===== src/sv/assert_macros.svh =====
// assert_macros.svh: assertion macros shared by the RTL of the IMU smoothing block.
// Stand-alone header; no dependencies. Macros expand to nothing in synthesis.
`ifndef ASSERT_MACROS_SVH
`define ASSERT_MACROS_SVH
`ifndef SYNTHESIS
// same-cycle implication, disabled in reset
`define ASSERT_IMP(label, clk, rst_n, ante, cons) \
  label: assert property (@(posedge clk) disable iff (!rst_n) (ante) |-> (cons)) \
    else $error("%m: assertion failed");
// next-cycle implication, disabled in reset
`define ASSERT_NXT(label, clk, rst_n, ante, cons) \
  label: assert property (@(posedge clk) disable iff (!rst_n) (ante) |=> (cons)) \
    else $error("%m: assertion failed");
`else
`define ASSERT_IMP(label, clk, rst_n, ante, cons)
`define ASSERT_NXT(label, clk, rst_n, ante, cons)
`endif
`endif


===== src/sv/ibems_pkg.sv =====
// ibems_pkg: widths, constants, FSM state and control structs of the IMU smoothing block.
// No dependencies; used by the interfaces and every module.
package ibems_pkg;

  localparam int AXES  = 3;
  localparam int LANES = 2 * AXES;

  // field widths
  localparam int RAW_W   = 16;
  localparam int OUT_W   = 24;
  localparam int ALPHA_W = 17;
  localparam int CAL_W   = 16;
  localparam int CFG_W   = 17;

  // datapath widths
  localparam int SUM_W = 32;          // gyro bias sums
  localparam int NUM_W = SUM_W + 8;   // |sum| * 256 + count/2
  localparam int OFF_W = 24;          // bias, Q.8
  localparam int SV_W  = 32;          // smoothed value, Q.16
  localparam int X_W   = 34;          // new sample in Q.16
  localparam int D_W   = 35;          // sample minus smoothed value
  localparam int ACC_W = 52;          // alpha * difference
  localparam int N_W   = 37;          // updated value before saturation
  localparam int CNT_W = 5;
  localparam int SCORE_SUM_W = 26;

  // configuration registers
  localparam int CFG_IDX_W = 1;
  localparam logic [CFG_IDX_W-1:0] CFG_ALPHA = 1'b0;
  localparam logic [CFG_IDX_W-1:0] CFG_CAL   = 1'b1;

  localparam logic [ALPHA_W-1:0] ALPHA_ONE = 17'h10000;
  localparam logic [ALPHA_W-1:0] ALPHA_RST = 17'd13107;
  localparam logic [CAL_W-1:0]   CAL_RST   = 16'd64;
  localparam logic [CAL_W-1:0]   CAL_MAX   = 16'hFFFF;

  // serial step counts, counted down to zero
  localparam logic [CNT_W-1:0] DIV_LAST_CNT = CNT_W'(OFF_W - 1);
  localparam logic [CNT_W-1:0] MUL_LAST_CNT = CNT_W'(ALPHA_W - 1);

  // rounding and saturation constants
  localparam logic [ACC_W-1:0] EMA_HALF = ACC_W'(32768);
  localparam logic [SV_W:0]    OUT_HALF = (SV_W + 1)'(128);
  localparam logic [SV_W-1:0]  SV_MAX   = {1'b0, {(SV_W - 1){1'b1}}};
  localparam logic [SV_W-1:0]  SV_MIN   = {1'b1, {(SV_W - 1){1'b0}}};
  localparam logic [OUT_W-1:0] OUT_MAX  = {1'b0, {(OUT_W - 1){1'b1}}};
  localparam logic [OUT_W-1:0] OUT_MIN  = {1'b1, {(OUT_W - 1){1'b0}}};

  // divide by three: floor(v * DIV3_MULT / 2^DIV3_SHIFT) is exact for v < 2^27
  localparam int DIV3_SHIFT = 27;
  localparam logic [SCORE_SUM_W-1:0] DIV3_MULT = 26'd44739243;

  typedef enum logic [2:0] {
    ST_IDLE,
    ST_PREP,
    ST_DIV,
    ST_MUL,
    ST_COMMIT,
    ST_SUM,
    ST_DRAIN
  } state_t;

  typedef struct packed {
    logic start;
    logic step;
  } div_ctl_t;

  typedef struct packed {
    logic load;
    logic step;
    logic abit;
    logic commit;
    logic seed;
  } lane_ctl_t;

endpackage


===== src/sv/ibems_lane.sv =====
// ibems_lane: one smoothed channel: serial alpha multiply, EMA update, output rounding.
// Depends on ibems_pkg. Alpha bits arrive MSB first, one per step.
module ibems_lane (
  input  logic                                clk,
  input  logic                                rst_n,
  input  ibems_pkg::lane_ctl_t                ctl,
  input  logic signed [ibems_pkg::X_W-1:0]    x,
  output logic signed [ibems_pkg::OUT_W-1:0]  s_out
);

  logic signed [ibems_pkg::SV_W-1:0]  s_r;
  logic [ibems_pkg::SV_W-1:0]         s_nxt;
  logic signed [ibems_pkg::D_W-1:0]   d_r;
  logic signed [ibems_pkg::ACC_W-1:0] acc_r;
  logic [ibems_pkg::ACC_W-1:0]        dext;
  logic [ibems_pkg::ACC_W-1:0]        rnd;
  logic [ibems_pkg::N_W-1:0]          n;
  logic [ibems_pkg::SV_W:0]           r;

  assign dext = {{(ibems_pkg::ACC_W - ibems_pkg::D_W){d_r[ibems_pkg::D_W-1]}}, d_r};

  // EMA update or seeding, saturated to the smoothed-value width
  always_comb begin
    rnd = acc_r + ibems_pkg::EMA_HALF;
    n   = {{(ibems_pkg::N_W - ibems_pkg::SV_W){s_r[ibems_pkg::SV_W-1]}}, s_r}
        + {rnd[ibems_pkg::ACC_W-1], rnd[ibems_pkg::ACC_W-1:16]};
    if (ctl.seed) begin
      if (&x[ibems_pkg::X_W-1:ibems_pkg::SV_W-1] || ~|x[ibems_pkg::X_W-1:ibems_pkg::SV_W-1]) begin
        s_nxt = x[ibems_pkg::SV_W-1:0];
      end else begin
        s_nxt = x[ibems_pkg::X_W-1] ? ibems_pkg::SV_MIN : ibems_pkg::SV_MAX;
      end
    end else begin
      if (&n[ibems_pkg::N_W-1:ibems_pkg::SV_W-1] || ~|n[ibems_pkg::N_W-1:ibems_pkg::SV_W-1]) begin
        s_nxt = n[ibems_pkg::SV_W-1:0];
      end else begin
        s_nxt = n[ibems_pkg::N_W-1] ? ibems_pkg::SV_MIN : ibems_pkg::SV_MAX;
      end
    end
  end

  // round Q.16 to Q.8 half up, saturate to 24 bits
  always_comb begin
    r = {s_r[ibems_pkg::SV_W-1], s_r} + ibems_pkg::OUT_HALF;
    if (r[ibems_pkg::SV_W] == r[ibems_pkg::SV_W-1]) begin
      s_out = r[ibems_pkg::SV_W-1:8];
    end else begin
      s_out = r[ibems_pkg::SV_W] ? ibems_pkg::OUT_MIN : ibems_pkg::OUT_MAX;
    end
  end

  // smoothed value
  always_ff @(posedge clk) begin
    if (!rst_n) begin
      s_r <= '0;
    end else if (ctl.commit) begin
      s_r <= s_nxt;
    end
  end

  // difference and shift-add product
  always_ff @(posedge clk) begin
    if (ctl.load) begin
      d_r   <= {x[ibems_pkg::X_W-1], x}
             - {{(ibems_pkg::D_W - ibems_pkg::SV_W){s_r[ibems_pkg::SV_W-1]}}, s_r};
      acc_r <= '0;
    end else if (ctl.step) begin
      acc_r <= (acc_r <<< 1) + (ctl.abit ? dext : '0);
    end
  end

endmodule


===== config.mk =====
export PLATFORM = sky130hd
export DESIGN_NAME = ibems_lane
export DESIGN_NICKNAME = d
export VERILOG_FILES = /design/src/sv/assert_macros.svh /design/src/sv/ibems_pkg.sv /design/src/sv/ibems_lane.sv
export SDC_FILE = /design/constraint.sdc
export NUM_CORES = 1
export LEC_CHECK = 0
export ABC_AREA = 1
export BUFFER_PORTS_ARGS = -buffer_cell sky130_fd_sc_hd__buf_2
export CAP_MARGIN = 15
export CORE_UTILIZATION = 46
export CTS_CLUSTER_DIAMETER = 50
export DETAILED_ROUTE_END_ITERATION = 7
export HOLD_SLACK_MARGIN = 0.1
export PLACE_DENSITY = 0.68
export SETUP_SLACK_MARGIN = 0.5
export SLEW_MARGIN = 20
export SYNTH_ARGS = -nofsm -noshare
export SYNTH_HDL_FRONTEND = slang
export SYNTH_SLANG_ARGS = --single-unit

===== constraint.sdc =====
create_clock -name clk -period 5 [get_ports clk]
set_input_delay 0.5 -clock clk [delete_from_list [all_inputs] [get_ports clk]]
set_output_delay 0.5 -clock clk [all_outputs]
set_load 0.02 [all_outputs]

Word-level counts from Yosys, hierarchy flattened
Cells that the tools add are included.

Bits in registers: 119. Output and inout bits: 24.

Add/sub/neg operators: 5. Equality and inequality tests: 1. Muxes and demuxes: 8. Reductions and logical operators: 8.

Operators by type and width (number): 32-bit two-way mux (5); 52-bit by 16-bit adder with 52-bit output (second input constant) (1); 52-bit adder (1); 52-bit two-way mux (1); 24-bit two-way mux (2); 32-bit by 36-bit adder with 37-bit output (1); 34-bit by 32-bit subtractor with 35-bit output (1); 32-bit by 9-bit adder with 33-bit output (second input constant) (1); 6-bit AND reduction (1); 6-bit OR reduction (1); 3-bit AND reduction (1); 3-bit OR reduction (1); 1-bit logical NOT (2); 1-bit logical OR (2); 1-bit == test (1).

Depth between registers and ports, before layout
Depth in word-level cells: 7. Mapped depth: 37.

Worst setup path after synthesis
OpenSTA, ideal clock, no wires.

Path kind: flip-flop to flip-flop. Start point: reg acc_r[15] (netlist bit). End point: reg s_r[10] (netlist bit). Setup time: 0.070 ns. Arrival: 3.882 ns. Slack: 1.048 ns. Stages on the path, launching flop included: 35. Buffers on the path: 1. Period minus slack after synthesis: 3.952 ns. Path through: dfxtp_1 -> ha_1 -> nand2_2 -> nor2_4 -> nand3_4 -> nor2_4 -> nand3_4 -> nor2_4 -> nand2_2 -> nor2_4 -> nand3_4 -> nor2_4 -> nand3_4 -> nor2_4 -> nand3_4 -> nor2_4 -> xnor2_1 -> inv_1 -> ha_1 -> nand2_1 -> nor2_1 -> o21ai_0 -> nand3_1 -> nor2_1 -> nand2_1 -> nand2_1 -> nand2_1 -> nor2_1 -> nand2_1 -> nand2_1 -> buf_2 -> nand2_1 -> nand2_1 -> nand2_1 -> a21oi_1.

Word-level cells in the longest chain between the ends: 7.

RTL lines: start: declaration (RTL line ibems_lane.sv:14) `logic signed [ibems_pkg::ACC_W-1:0] acc_r;`; start signal: assignment (RTL line ibems_lane.sv:68) `acc_r <= (acc_r <<< 1) + (ctl.abit ? dext : '0);`; 52-bit by 16-bit adder with 52-bit output * (RTL line ibems_lane.sv:24) `rnd = acc_r + ibems_pkg::EMA_HALF;`; 32-bit by 36-bit adder with 37-bit output * (RTL line ibems_lane.sv:26) `+ {rnd[ibems_pkg::ACC_W-1], rnd[ibems_pkg::ACC_W-1:16]};`; 6-bit OR reduction (RTL line ibems_lane.sv:34) `if (&n[ibems_pkg::N_W-1:ibems_pkg::SV_W-1] || ~|n[ibems_pkg::N_W-1:ibems_pkg::SV_W-1]) begin`; 1-bit logical NOT (RTL line ibems_lane.sv:34); 1-bit logical OR (RTL line ibems_lane.sv:34); 32-bit two-way mux * (RTL line ibems_lane.sv:34); 32-bit two-way mux * (RTL line ibems_lane.sv:27) `if (ctl.seed) begin`; end signal: assignment (RTL line ibems_lane.sv:57) `s_r <= s_nxt;`; end: declaration (RTL line ibems_lane.sv:11) `logic signed [ibems_pkg::SV_W-1:0] s_r;`.

Mark *: on every way between the ends. The rest lies on a longest branch, timed or not. A chain may end at the register's enable or synchronous reset.

Final worst setup path
Start point: reg acc_r[16] (netlist bit). End point: reg s_r[17] (netlist bit).

Same word-level chain as after synthesis.

==> results.md <==
* Time the worst path needs with I/O delays and setup at around 4400 ps
* Worst Reg-to-Reg Cells at 33
* GR Util All Layers at 0.3063
* Die area at approximately 0.031 mm^2
* Yosys reg bits at ~120
* Synth area leader: nand2_1
* Crit path DAT at around 4800 ps
* Hold Path Stages at 5
* Max VDD drop at 0.2468 mV
* Final Instance Area at roughly 0.016 mm^2
* TritonCTS buffer count at 17
* FP Rows at 63
* Core area at 0.02972 mm^2
* CTS tree: built
* Ys flop type: dfxtp_1
* Hold_buf cts at 0
* Actual slew at the worst max-slew pin at about 830 ps
* Req. time, crit path at 5350 ps
* Synth async-reset ratio at 0
* Vias per cell at between 5 and 6
* LEAKAGE at roughly 8.2 nW
* F_max at roughly 0.23 GHz
* Max Used Layer: met4
* Post-synth cell types at 50
* ANT cells at 0
* Clock skew at 20.04 ps
* Worst hold endpoint: s_r[28]
* Post-Syn Instances at roughly 2,300
* Final core occ at 0.5434
* # setup viols final at 0
* First drt pass iteration count at 6
* WL met3 at between 3 and 4 mm
* Layout area overhead at 15.87%
* CTS clk-pin slew, worst paths at around 60 ps
* Yosys top cell area share at 0.1535
* Met2 wire length at between 20 and 25 mm
* Vias after detailed routing at between 15,000 and 20,000
* Crit share post-route at 0.8858
* HP Class: input port to flip-flop
* Top-count cell post-synth: nand2_1
* GPL Wtd Cong at between 0.9 and 1
* Worst Setup End Kind: flip-flop
* Vias in the first global route at 14,350
* Drt drc at 0
* Crit path max fanout at 8
* Sequential cell area fraction in the yosys report at 0.1961
* Critical Path Start Type: flip-flop
* Initial Util at 0.4689
* Largest net degree at the start of global routing at 63
* Final TNS setup at 0 ps
* R2r endpoint: s_r[17]
* Met1 WL at ~21 mm
* Status: completed
* Share of cells above drive strength 1 at 0.1229
* Area post-placement at between 0.01 and 0.015 mm^2
* Mapped Area at approximately 0.014 mm^2
* EDFF count, synth at 35
* Final Hold Violating Endpoints at 0
* IO Count at 65
* Initial antenna violation count at 0
* RSZ-0062 raised after global routing: yes
* Hold Path Origin: x[28]
* Htree depth at 4
* First-pass GRT wire length at ~75 mm
* Dpl ws at 286.5 ps
* Avg Cell Area, Syn at a little over 6 um^2
* Starting DRT DRC Count at roughly 1,200
* Clock tree buffer depth at 2
* Clk_lat worst skew at 430 ps
* Die H at 176.1 um
* Die width at between 150 and 200 um
* Final setup margin at around 570 ps
* CTS root buf: clkbuf_16
* Port Buffers at 64
* R2R setup slack at 570 ps
* DR WL/cell at around 17 um
* CTS Sinks at about 120
* Post-route ant nets at 0
* Synth area leaders: nand2_1, dfxtp_1, ha_1
* Detail Placement HPWL at ~38 mm
* Worst r2r src: acc_r[16]
* Max incr delay on CP at 380 ps
* Max-slew violation count at 0
* Crit path kind: flip-flop to flip-flop
* Final nets at 2,513
* Yosys warns at 0
* Post-Syn Nets at about 2,400
* Max_cap viols at 0
* Top cells by instance count after synthesis: nand2_1, inv_1, a21oi_1
* Grt ovf at 0
* Routed Wire Length at 48.07 mm
* P per Cell Area at 277.6 mW/mm^2
* Worst slew margin at 0.4478
* CP max-delay cell: dfxtp_4
[where the power goes]
group          switching (mW)  internal [mW]  total [mW]
Clock                   0.536          0.698        1.23
Sequential              0.138           1.14        1.28
Combinational            1.28          0.684        1.96
[per-layer routing]
metal / up-vias / global-route usage
li1: 7499 / -
met1: 6918 / 0.4022
met2: 528 / 0.5103
met3: 87 / 0.03618
met4: 0 / 0.1192
met5: - / 0
[final cells by class]
class | instances | area, um^2
fillers | 2980 | 13570
clock inverters | 14 | 138.9
well taps | 390 | 488.0
flip-flops and latches | 119 | 2744
clock buffers | 18 | 429.2
repair buffers | 106 | 747.0
inverters | 398 | 1500
multi-input cells | 1704 | 10100
[sequential cells by signal (all words and copies together) (netlist names)]
register  flops
acc_r        52
s_r          32
d_r          35
[through the flow]
step	total power, mW	instances	hold slack (ps)
final	4.482	2749	474.3
after global routing	4.732	2749	525.3
after CTS	4.337	2732	477.7
after detailed placement	3.042	2686	496.3
after global placement	3.036	2686	487.1
after floorplan	2.501	2269	462.8
[worst max path at each step]
| stage | startpoint | endpoint | slack, ps | cells after the start |
|---|---|---|---|---|
| floorplan | acc_r[15] | s_r[10] | 1050 | 34 |
| global placement | acc_r[16] | s_r[2] | 330 | 35 |
| detailed placement | acc_r[16] | s_r[11] | 290 | 34 |
| CTS | acc_r[16] | s_r[25] | 500 | 36 |
| global route | acc_r[17] | s_r[17] | 270 | 32 |
| finish | acc_r[16] | s_r[17] | 570 | 33 |
[critical path: cells and delay by family (launching register included)]
kind	cells	cell delay, ps
AOI/OAI and AO/OA	3	570
buffers and inverters	2	250
xor gates and xnor gates	1	190
adders and majority gates	2	520
and+or+nand+nor	25	2450
DFF	1	380
[what timing repair did]
item                       CTS  global route
resized for setup           43           116
buffers inserted            12            16
cloned                       2             1
setup endpoints to repair   31            32
pin swaps                   21            55
[layout by cell type (no fill, tap or decap), types with 21 or more instances in the layout]
master    netlist  layout
nor3_1         32      29
a21oi_1       237     215
nand3_1        77      70
edfxtp_1       35      35
nand2_2         2      28
buf_2           8      64
inv_1         392     386
xnor2_1        36      35
a21oi_2         0      21
o21ai_0       161     156
ha_1          123     112
dfxtp_1        84      81
nand2_1       570     535
buf_4           1      34
xor2_1        103     101
nor2_1        199     175
[cells by family (layout without fill, tap and decap cells)]
logic type      after synthesis  after routing  share of synthesized area
fa+ha+maj                   126            126                     0.1147
xor+xnor                    139            139                    0.08736
flops                       119            119                     0.1961
simple gates                952            952                     0.2900
buf+inv                     446            536                     0.1211
compound gates              487            487                     0.1907
Note: power is estimated with default switching activity, not from simulation.
