File: config.mk
export PLATFORM = sky130hd
export DESIGN_NAME = ibems_div
export DESIGN_NICKNAME = d
export VERILOG_FILES = /design/src/sv/assert_macros.svh /design/src/sv/ibems_pkg.sv /design/src/sv/ibems_div.sv
export SDC_FILE = /design/constraint.sdc
export NUM_CORES = 1
export LEC_CHECK = 0
export ABC_AREA = 1
export BUFFER_PORTS_ARGS = -buffer_cell sky130_fd_sc_hd__buf_4
export CORE_ASPECT_RATIO = 1.1
export CORE_MARGIN = 1.5
export CORE_UTILIZATION = 45
export CTS_CLUSTER_DIAMETER = 60
export DETAILED_ROUTE_END_ITERATION = 8
export PLACE_DENSITY = 0.66
export SYNTH_ARGS = -nofsm -noshare
export SYNTH_HDL_FRONTEND = slang
export SYNTH_SLANG_ARGS = --single-unit
File: constraint.sdc
create_clock -name clk -period 2.6 [get_ports clk]
set_input_delay 0.26 -clock clk [delete_from_list [all_inputs] [get_ports clk]]
set_output_delay 0.26 -clock clk [all_outputs]
set_load 0.05 [all_outputs]
File: src/sv/assert_macros.svh
// assert_macros.svh: assertion macros shared by the RTL of the IMU smoothing block.
// Stand-alone header; no dependencies. Macros expand to nothing in synthesis.
`ifndef ASSERT_MACROS_SVH
`define ASSERT_MACROS_SVH
`ifndef SYNTHESIS
// same-cycle implication, disabled in reset
`define ASSERT_IMP(label, clk, rst_n, ante, cons) \
  label: assert property (@(posedge clk) disable iff (!rst_n) (ante) |-> (cons)) \
    else $error("%m: assertion failed");
// next-cycle implication, disabled in reset
`define ASSERT_NXT(label, clk, rst_n, ante, cons) \
  label: assert property (@(posedge clk) disable iff (!rst_n) (ante) |=> (cons)) \
    else $error("%m: assertion failed");
`else
`define ASSERT_IMP(label, clk, rst_n, ante, cons)
`define ASSERT_NXT(label, clk, rst_n, ante, cons)
`endif
`endif

File: src/sv/ibems_pkg.sv
// ibems_pkg: widths, constants, FSM state and control structs of the IMU smoothing block.
// No dependencies; used by the interfaces and every module.
package ibems_pkg;

  localparam int AXES  = 3;
  localparam int LANES = 2 * AXES;

  // field widths
  localparam int RAW_W   = 16;
  localparam int OUT_W   = 24;
  localparam int ALPHA_W = 17;
  localparam int CAL_W   = 16;
  localparam int CFG_W   = 17;

  // datapath widths
  localparam int SUM_W = 32;          // gyro bias sums
  localparam int NUM_W = SUM_W + 8;   // |sum| * 256 + count/2
  localparam int OFF_W = 24;          // bias, Q.8
  localparam int SV_W  = 32;          // smoothed value, Q.16
  localparam int X_W   = 34;          // new sample in Q.16
  localparam int D_W   = 35;          // sample minus smoothed value
  localparam int ACC_W = 52;          // alpha * difference
  localparam int N_W   = 37;          // updated value before saturation
  localparam int CNT_W = 5;
  localparam int SCORE_SUM_W = 26;

  // configuration registers
  localparam int CFG_IDX_W = 1;
  localparam logic [CFG_IDX_W-1:0] CFG_ALPHA = 1'b0;
  localparam logic [CFG_IDX_W-1:0] CFG_CAL   = 1'b1;

  localparam logic [ALPHA_W-1:0] ALPHA_ONE = 17'h10000;
  localparam logic [ALPHA_W-1:0] ALPHA_RST = 17'd13107;
  localparam logic [CAL_W-1:0]   CAL_RST   = 16'd64;
  localparam logic [CAL_W-1:0]   CAL_MAX   = 16'hFFFF;

  // serial step counts, counted down to zero
  localparam logic [CNT_W-1:0] DIV_LAST_CNT = CNT_W'(OFF_W - 1);
  localparam logic [CNT_W-1:0] MUL_LAST_CNT = CNT_W'(ALPHA_W - 1);

  // rounding and saturation constants
  localparam logic [ACC_W-1:0] EMA_HALF = ACC_W'(32768);
  localparam logic [SV_W:0]    OUT_HALF = (SV_W + 1)'(128);
  localparam logic [SV_W-1:0]  SV_MAX   = {1'b0, {(SV_W - 1){1'b1}}};
  localparam logic [SV_W-1:0]  SV_MIN   = {1'b1, {(SV_W - 1){1'b0}}};
  localparam logic [OUT_W-1:0] OUT_MAX  = {1'b0, {(OUT_W - 1){1'b1}}};
  localparam logic [OUT_W-1:0] OUT_MIN  = {1'b1, {(OUT_W - 1){1'b0}}};

  // divide by three: floor(v * DIV3_MULT / 2^DIV3_SHIFT) is exact for v < 2^27
  localparam int DIV3_SHIFT = 27;
  localparam logic [SCORE_SUM_W-1:0] DIV3_MULT = 26'd44739243;

  typedef enum logic [2:0] {
    ST_IDLE,
    ST_PREP,
    ST_DIV,
    ST_MUL,
    ST_COMMIT,
    ST_SUM,
    ST_DRAIN
  } state_t;

  typedef struct packed {
    logic start;
    logic step;
  } div_ctl_t;

  typedef struct packed {
    logic load;
    logic step;
    logic abit;
    logic commit;
    logic seed;
  } lane_ctl_t;

endpackage

File: src/sv/ibems_div.sv
// ibems_div: bit-serial rounding divider producing one gyro bias, Q.8, from sum and count.
// Depends on ibems_pkg. One quotient bit per step, OFF_W steps.
module ibems_div (
  input  logic                                clk,
  input  logic                                rst_n,
  input  ibems_pkg::div_ctl_t                 ctl,
  input  logic signed [ibems_pkg::SUM_W-1:0]  sum,
  input  logic [ibems_pkg::CAL_W-1:0]         count,
  output logic signed [ibems_pkg::OFF_W-1:0]  offset
);

  logic                              neg_r;
  logic [ibems_pkg::OFF_W-1:0]       q_r;
  logic [ibems_pkg::CAL_W-1:0]       rem_r;
  logic [ibems_pkg::OFF_W-1:0]       dsr_r;
  logic [ibems_pkg::SUM_W-1:0]       sum_u;
  logic [ibems_pkg::SUM_W-1:0]       sum_mag;
  logic [ibems_pkg::NUM_W-1:0]       num_mag;
  logic [ibems_pkg::CAL_W:0]         rem2;
  logic [ibems_pkg::CAL_W:0]         diff;
  logic                              ge;
  logic [ibems_pkg::CAL_W-1:0]       rem_nxt;

  // magnitude of sum*256 plus half the count: rounds ties away from zero
  always_comb begin
    sum_u   = sum;
    sum_mag = sum_u[ibems_pkg::SUM_W-1] ? (~sum_u + 1'b1) : sum_u;
    num_mag = {sum_mag, 8'h00} + ibems_pkg::NUM_W'(count >> 1);
  end

  // one restoring step; quotient stays below 2^24, so the top 16 bits start as remainder
  always_comb begin
    rem2    = {rem_r, dsr_r[ibems_pkg::OFF_W-1]};
    diff    = rem2 - {1'b0, count};
    ge      = (rem2 >= {1'b0, count});
    rem_nxt = ge ? diff[ibems_pkg::CAL_W-1:0] : rem2[ibems_pkg::CAL_W-1:0];
  end

  // quotient and sign hold the bias between calibration samples
  always_ff @(posedge clk) begin
    if (!rst_n) begin
      neg_r <= 1'b0;
      q_r   <= '0;
    end else if (ctl.start) begin
      neg_r <= sum_u[ibems_pkg::SUM_W-1];
      q_r   <= '0;
    end else if (ctl.step) begin
      q_r   <= {q_r[ibems_pkg::OFF_W-2:0], ge};
    end
  end

  // partial remainder and dividend shift register
  always_ff @(posedge clk) begin
    if (ctl.start) begin
      rem_r <= num_mag[ibems_pkg::NUM_W-1:ibems_pkg::OFF_W];
      dsr_r <= num_mag[ibems_pkg::OFF_W-1:0];
    end else if (ctl.step) begin
      rem_r <= rem_nxt;
      dsr_r <= {dsr_r[ibems_pkg::OFF_W-2:0], 1'b0};
    end
  end

  assign offset = neg_r ? (~q_r + 1'b1) : q_r;

endmodule

* After elaboration in Yosys (flattened, before gate mapping)
Cells that the tools add are included.
Word-level totals: word-level logic and storage cells 21, flip-flop bits (word level) 65, input bits 52, output and inout bits 24
Cells by class: mux-type cells 7, add/sub/neg operators 4, bitwise logic cells 3, reductions and logical operators 2, $lt $le $gt $ge 1
Operators by type and width (count):
- 24-bit 2-to-1 mux | 3
- 16-bit 2-to-1 mux | 3
- 40-bit by 15-bit adder with 40-bit output | 1
- 32-bit by 1-bit adder with 32-bit output (second input constant) | 1
- 32-bit 2-to-1 mux | 1
- 32-bit inverter | 1
- 24-bit by 1-bit adder with 24-bit output (second input constant) | 1
- 24-bit inverter | 1
- 17-bit by 16-bit greater-or-equal comparator with 1-bit output | 1
- 16-bit subtractor | 1
- 2-bit nonzero test | 1
- 2-bit OR reduction | 1
- 1-bit inverter | 1

* Depth between registers and ports, before layout
Gate-level depths: netlist (run 1).
word-level depth 5, mapped depth 20

* Worst setup path before layout (run 1)
No wires, ideal clock.
path kind in2reg, start input sum[31] (netlist bit), end register rem_r[12] (netlist bit), data pin, stages on the path 19, data required time 2.347 ns, path slack -0.163 ns, arrival 2.510 ns, path through buf_2 > buf_2 > buf_2 > nand2_1 > xor2_1 > ha_1 > nand2_1 > nor2_1 > nand2_1 > nand3_1 > nand2_1 > nand2_1 > nand2_2 > nor3_4 > nand2_2 > nor2_2 > nand3_1 > nand3_1 > nand2_1
Between the ends: word-level cells in the longest chain between the ends 3
Ends and longest elaborated chain:
- start, declared | line ibems_div.sv:7 | input logic signed [ibems_pkg::SUM_W-1:0] sum,
- 32-bit 2-to-1 mux | line ibems_div.sv:27 | sum_mag = sum_u[ibems_pkg::SUM_W-1] ? (~sum_u + 1'b1) : sum_u;
- 40-bit by 15-bit adder with 40-bit output | line ibems_div.sv:28 | num_mag = {sum_mag, 8'h00} + ibems_pkg::NUM_W'(count >> 1);
- 16-bit 2-to-1 mux | line ibems_div.sv:54 | if (ctl.start) begin
- end signal, assigned | line ibems_div.sv:55 | rem_r <= num_mag[ibems_pkg::NUM_W-1:ibems_pkg::OFF_W];
- end signal, assigned | line ibems_div.sv:58 | rem_r <= rem_nxt;
- end, declared | line ibems_div.sv:14 | logic [ibems_pkg::CAL_W-1:0] rem_r;
No other way between the ends. A chain may end at the register's enable or synchronous reset.

* Worst setup path after layout (run 1)
start register q_r[1] (netlist bit), end output offset[18] (netlist bit)
Between the ends: word-level cells in the longest chain between the ends 3
Ends and longest elaborated chain:
- start, declared | line ibems_div.sv:13 | logic [ibems_pkg::OFF_W-1:0] q_r;
- start signal, assigned | line ibems_div.sv:48 | q_r <= {q_r[ibems_pkg::OFF_W-2:0], ge};
- 24-bit inverter | line ibems_div.sv:63 | assign offset = neg_r ? (~q_r + 1'b1) : q_r;
- 24-bit by 1-bit adder with 24-bit output | line ibems_div.sv:63
- 24-bit 2-to-1 mux | line ibems_div.sv:63
- end, declared | line ibems_div.sv:9 | output logic signed [ibems_pkg::OFF_W-1:0] offset
No other way between the ends.

==> key figures, run 1 <==
Outcome
  • Outcome: finished, violations left
  • Failing checks: negative setup slack

Global routing
  • Total grt overflow: 0
  • Gr usage total: 0.230
  • Initial antenna violation count: 0
  • Vias in the first global route: 5605
  • Global-route wire length before repair: 26500 um
  • Gr busiest metal: met2
  • Global-route met1 utilization: 0.304
  • M3 GR Usage: 0.0431
  • Met2 usage in global routing: 0.382
  • Largest net degree at the start of global routing: 43

Detailed routing
  • Via count: 6162
  • Via density: 5.18
  • Pre-antenna DRT Iters: 6
  • DRC Markers: 0
  • WL per Instance: 13.5 um
  • Antenna viol nets, final: 0
  • Routed WL: 16100 um
  • DRT iter0 DRCs: 421

Worst setup path
  • Critical path peak fanout: 3
  • CP startpoint: q_r[1]
  • CP endpoint: offset[18]
  • Arr. time, crit path: 2.39 ns
  • Worst setup path class: reg -> out
  • FF-to-FF End: rem_r[12]
  • Worst setup SP type: flip-flop
  • Cells on worst reg2reg path: 12
  • Reg2reg start: dsr_r[23]
  • Req. time, crit path: 2.34 ns
  • CP Capture Type: output pin
  • R2r setup slk: 0.15 ns

Finish
  • Multi-input gate area: 0.00401 sq mm
  • Share of post-route cells with drive strength above 1: 0.231
  • Register Area: 0.00170 sq mm
  • Ant diodes: 0
  • # nets final: 1103
  • Final Cell Area: 0.00753 sq mm
  • Most common cell after layout, fill and taps aside: nand2_1
  • Fill cell count: 1319
  • Area Overhead vs Synth: 23.4%
  • Most frequent cells in the layout: 251 x nand2_1, 121 x buf_4, 93 x inv_1
  • Util after Layout: 0.570

Synthesis
  • Cell variety after synth: 40
  • Synth Flop Type: edfxtp_1
  • EDFF count, synth: 40
  • Yosys warns: 0
  • #FFs+latches synth: 65
  • Ys async rst share: 0
  • Post-Syn Instances: 915
  • Post-Syn Area: 0.00610 sq mm
  • Register area share after synthesis: 0.279
  • Syn avg cell area: 6.67 sq um
  • Syn_nets: 994

Power and ir drop
  • Sequential share of power: 0.308
  • Leak pwr: 3.59 nW
  • Pwr per Cell Area: 587 mW/mm^2
  • Clock network power share: 0.253
  • Logic pwr share: 0.439
  • Net Sw Power: 0.00171 W
  • Internal power: 0.00272 W
  • Sw frac: 0.386
  • Peak VDD IR: 0.365 mV

Clock network
  • Hold buffers post-CTS: 0
  • Clock Latency Late Sink: 0.34 ns
  • CTS buffer count: 9
  • CTS tree: built
  • Reg clk slew, reported paths: 0.06 ns
  • CTS root buf: clkbuf_16
  • CTS Buffer Depth: 2
  • Depth of the CTS H-tree: 3
  • # clock sinks: 65

Placed design
  • Final GP Congestion: 0.906
  • Buffers on Ports: 75
  • Dpl cell area: 0.00705 sq mm
  • Post-detail-place hpwl: 12400 um

Floorplan
  • Core area: 0.0132 sq mm
  • Starting Density: 0.462
  • Chip Width: 114 um
  • I/O pin cnt: 76
  • Rows: 44
  • Die area: 0.0143 sq mm
  • DIE HEIGHT: 125 um

STA
  • Worst setup margin: -0.0545 ns
  • RSZ-0062 raised after global routing: yes
  • Worst-Margin Slew: 1.09 ns
  • Fmax: 377 MHz
  • Minimum clock period: 2.65 ns
  • Fin crit share: 1.02
  • Final hold vios: 0
  • Max-slew headroom: 0.271
  • Clock Skews: 0.00752 ns
  • Sum Neg Setup Slack: -0.0677 ns
  • Final setup fails: 2
  • Hold Worst Slack: 0.196 ns
  • Pins Over Slew Limit: 0

Run
  • Max_cap viols: 0

Hold path
  • Worst Hold Class: in -> reg
-- logic make-up (layout without fill, tap and decap cells) --
logic type / count (synthesis) / count (layout) / share of synthesized area
AO/OA/AOI/OAI: 153 / 153 / 0.135
XOR/XNOR: 50 / 50 / 0.0718
adder cells (fa/ha/maj): 27 / 27 / 0.0578
buffers and inverters: 128 / 242 / 0.0839
flip-flops: 65 / 65 / 0.279
AND/OR/NAND/NOR: 492 / 492 / 0.373
-- sequential cells by signal (all words and copies together), names as in the netlist --
signal  flops
neg_r       1
rem_r      16
dsr_r      24
q_r        24
-- worst max-delay path, cell delays in order (launching register included) --
cell	delay (ns)
dfxtp_2	0.33
inv_4	0.07
ha_4	0.13
nand3_2	0.07
nor2_2	0.13
nand2_2	0.09
nor3_4	0.19
nand3_2	0.13
nor3_4	0.24
nand3_2	0.15
o21ai_2	0.20
xnor2_2	0.14
buf_6	0.18
-- worst min-delay path by stage --
stage,from,slack (ns),cells past startpoint,to
after detailed placement,q_r[23],0.48,2,q_r[23]
after CTS,rst_n,0.19,3,neg_r
final,rst_n,0.20,3,neg_r
after global routing,rst_n,0.19,3,neg_r
after floorplan,rst_n,0.40,2,neg_r
after global placement,q_r[23],0.47,2,q_r[23]
-- cell type report --
type,count,area share
Inverter,102,0.0515
Multi-Input combinational cell,722,0.532
Clock buffer,10,0.0304
Sequential cell,65,0.226
Tap cell,161,0.0268
Clock inverter,6,0.00598
Timing Repair Buffer,124,0.127
-- through the flow --
step | total power, W | worst slack (ns) | instances
CTS | 0.00432 | -0.000112 | 1184
floorplan | 0.00264 | 0.00318 | 915
global placement | 0.00317 | -0.0877 | 1164
global route | 0.00471 | -0.161 | 1190
detailed placement | 0.00318 | -0.192 | 1164
finish | 0.00442 | -0.0545 | 1190
-- power by group through the flow --
stage                     combinational (W)  sequential [W]  clock, W
after floorplan                     0.00129         0.00135         0
after global placement              0.00179         0.00138         0
after detailed placement            0.00180         0.00138         0
after CTS                           0.00184         0.00136   0.00113
after global routing                0.00216         0.00138   0.00118
final                               0.00194         0.00136   0.00112
-- per-layer routing --
metal  share of wire  routed length, um
met4           0.020                315
met5               0                  0
met1            0.46               7380
met2            0.49               7810
met3           0.037                596
-- synth_stat cells (14+ instances only) --
library cell,instances,area share
a21oi_1,56,0.046
clkbuf_1,14,0.0086
dfxtp_1,25,0.082
edfxtp_1,40,0.20
ha_1,25,0.051
inv_1,95,0.058
nand2_1,258,0.16
nand2_2,27,0.028
nand3_1,65,0.053
nor2_1,77,0.047
o21ai_0,61,0.050
xnor2_1,20,0.029
xor2_1,30,0.043
-- repair_timing --
action	CTS	global route
setup buffers	4	6
resized for setup	10	29
endpoints found under the setup margin	11	28
pin swaps	2	21
No activity file was read; power rests on OpenSTA's default activity.
==> inputs of run 2 (changes only) <==
- SETUP_SLACK_MARGIN: default -> 0.15
==> run 2 against run 1 <==
Effect of this change:
- largest cell class unchanged
- the run now ends clean
- non-clock buffer count rose by 24
- first-iteration DRC count fell by 19%
- worst hold slack improved by 0.016 ns
- sequential share of layout area fell by 1.7 points
- critical path depth rose by 1
- combinational power rose by 13%
- largest power group unchanged
- sequential power barely moved
==> key figures, run 2 (synthesis gave the netlist of run 1 again) <==
Outcome
  • Outcome: finished clean

Clock network
  • Depth of the CTS H-tree: 3 (unchanged)
  • CTS buffer count: 9 (unchanged)
  • Clock Latency Late Sink: 0.33 ns (about the same)
  • CTS Buffer Depth: 2 (unchanged)
  • CTS root buf: clkbuf_16
  • # clock sinks: 65 (unchanged)
  • Reg clk slew, reported paths: 0.06 ns (about the same)
  • CTS tree: built

Placed design
  • Final GP Congestion: 0.908 (+0.27%)
  • Post-detail-place hpwl: 12400 um (+0.12%)
  • Buffers on Ports: 75 (unchanged)

Detailed routing
  • Via density: 5.22 (+0.79%)
  • Routed met2 length: 8490 um (+8.7%)
  • Met1 WL: 7670 um (+3.9%)
  • Routed WL: 17100 um (+6.2%)
  • Pre-antenna DRT Iters: 5 (-1)
  • DRC Markers: 0 (unchanged)
  • Antenna viol nets, final: 0 (unchanged)
  • Max Used Layer: met4
  • WL per Instance: 14.1 um (+4.1%)
  • Via count: 6336 (+2.8%)
  • DRT iter0 DRCs: 342 (-19%)
  • Met3 wire length: 615 um (+3.2%)

Floorplan
  • Core area: 0.0132 sq mm (unchanged)
  • DIE HEIGHT: 125 um (unchanged)
  • Die area: 0.0143 sq mm (unchanged)
  • I/O pin cnt: 76 (unchanged)
  • Chip Width: 114 um (unchanged)
  • Rows: 44 (unchanged)
  • Starting Density: 0.462 (unchanged)

Finish
  • Share of post-route cells with drive strength above 1: 0.301 (+0.0698)
  • # nets final: 1127 (+2.2%)
  • Util after Layout: 0.616 (+0.0458)
  • Largest regs: dsr_r x24, q_r x24, rem_r x16
  • Ant diodes: 0 (unchanged)
  • Most frequent cells in the layout: 239 x nand2_1, 135 x buf_4, 89 x inv_1
  • Fill cell count: 1227 (-7.0%)
  • Area Overhead vs Synth: 33.3%
  • Most common cell after layout, fill and taps aside: nand2_1

Power and ir drop
  • Leak pwr: 3.80 nW (+6.1%)
  • Pwr per Cell Area: 596 mW/mm^2 (+1.5%)
  • Peak VDD IR: 0.366 mV (+0.37%)
  • Total power: 0.00485 W (+9.7%)

STA
  • Pins Over Slew Limit: 0 (unchanged)
  • Final hold vios: 0 (unchanged)
  • Fmax: 386 MHz (+2.4%)
  • Worst-Margin Slew: 1.06 ns (-0.0266 ns)
  • Final setup fails: 0 (-2)
  • Hold Worst Slack: 0.211 ns (+0.0157 ns)
  • Fin crit share: 0.997 (-0.0235)
  • Clock Skews: 0.00869 ns (+0.00117 ns)
  • Minimum clock period: 2.59 ns (-0.0611 ns)
  • Max-slew headroom: 0.289 (+0.0178)
  • RSZ-0062 raised after global routing: yes

Global routing
  • Initial antenna violation count: 0 (unchanged)
  • Largest net degree at the start of global routing: 43 (unchanged)
  • Total grt overflow: 0 (unchanged)
  • Gr usage total: 0.236 (+0.00628)
  • Vias in the first global route: 5896 (+5.2%)
  • Global-route wire length before repair: 27600 um (+4.1%)

Worst setup path
  • Critical path peak fanout: 3 (unchanged)
  • Req. time, crit path: 2.34 ns (about the same)
  • Worst setup SP type: flip-flop
  • Worst setup path class: reg -> out
  • Arr. time, crit path: 2.33 ns (-0.06 ns)
  • CP Capture Type: output pin

Hold path
  • Worst Hold Class: in -> reg

Run
  • Max_cap viols: 0 (unchanged)
==> run 2: changes by cell type in the layout (fill, tap and decap cells not counted), moves of 8 or more <==
| cell | change |
|---|---|
| nand2_2 | +9 |
| buf_6 | +8 |
| nand3_1 | -12 |
| ha_1 | -11 |
| nand2_1 | -12 |
| buf_4 | +14 |
| nand3_2 | +10 |
==> run 2: worst max-delay path: stages, from the launching register on <==
cell	delay, ns
dfxtp_2	0.32
inv_2	0.06
buf_6	0.10
ha_4	0.14
nand3_4	0.07
nor2_4	0.09
nand2_2	0.07
nor3_4	0.15
nand3_2	0.12
nor3_4	0.19
nand3_2	0.15
o21ai_2	0.15
xnor2_1	0.15
buf_4	0.23
==> run 2: path summary, 6_finish.rpt <==
path	slack (ns)	start	cells past startpoint	to
worst min register to register	0.48	q_r[23]	2	q_r[23]
worst min-delay path	0.21	rst_n	3	neg_r
worst max register to register	0.26	rem_r[7]	10	rem_r[12]
worst max-delay path	0.007	q_r[0]	13	offset[18]
==> run 2: cell type report <==
cell class	instances	area (sq um)	area share
timing repair buffer	148	1190	0.146
sequential	65	1700	0.210
clock inverter	3	26.3	0.00323
multi-input combinational	722	4340	0.533
inverter	102	383	0.0471
clock buffer	13	293	0.0360
tap	161	201	0.0248
==> run 2: repair_timing <==
item | CTS | global route
hold buffers | 0 | 0
setup endpoints to repair | 17 | 38
setup buffers | 20 | 15
gates resized for setup | 33 | 80
pin swaps | 18 | 48
==> run 2: metrics by stage <==
step	std cells	area (sq um)	worst slack [ns]	TNS (ns)
6_report	1214	8130	0.00656	0
3_3_place_gp	1163	7090	-0.0856	-0.621
5_1_grt	1214	8130	-0.144	-1.00
3_5_place_dp	1163	7090	-0.150	-1.48
4_1_cts	1199	7690	-0.0923	-0.191
2_1_floorplan	915	6150	0.111	0
==> run 2: power breakdown <==
| group | leakage (nW) | total (W) | internal, W | switching, W |
|---|---|---|---|---|
| combinational | 3.03 | 0.00220 | 0.000961 | 0.00124 |
| sequential | 0.621 | 0.00138 | 0.00128 | 0.0000999 |
| clock | 0.157 | 0.00126 | 0.000797 | 0.000468 |
==> run 2: per-layer routing <==
| layer | up-vias | track usage |
|---|---|---|
| li1 | 3271 | - |
| met2 | 133 | 0.410 |
| met1 | 2906 | 0.303 |
| met4 | 0 | 0.0640 |
| met5 | - | 0 |
| met3 | 26 | 0.0388 |
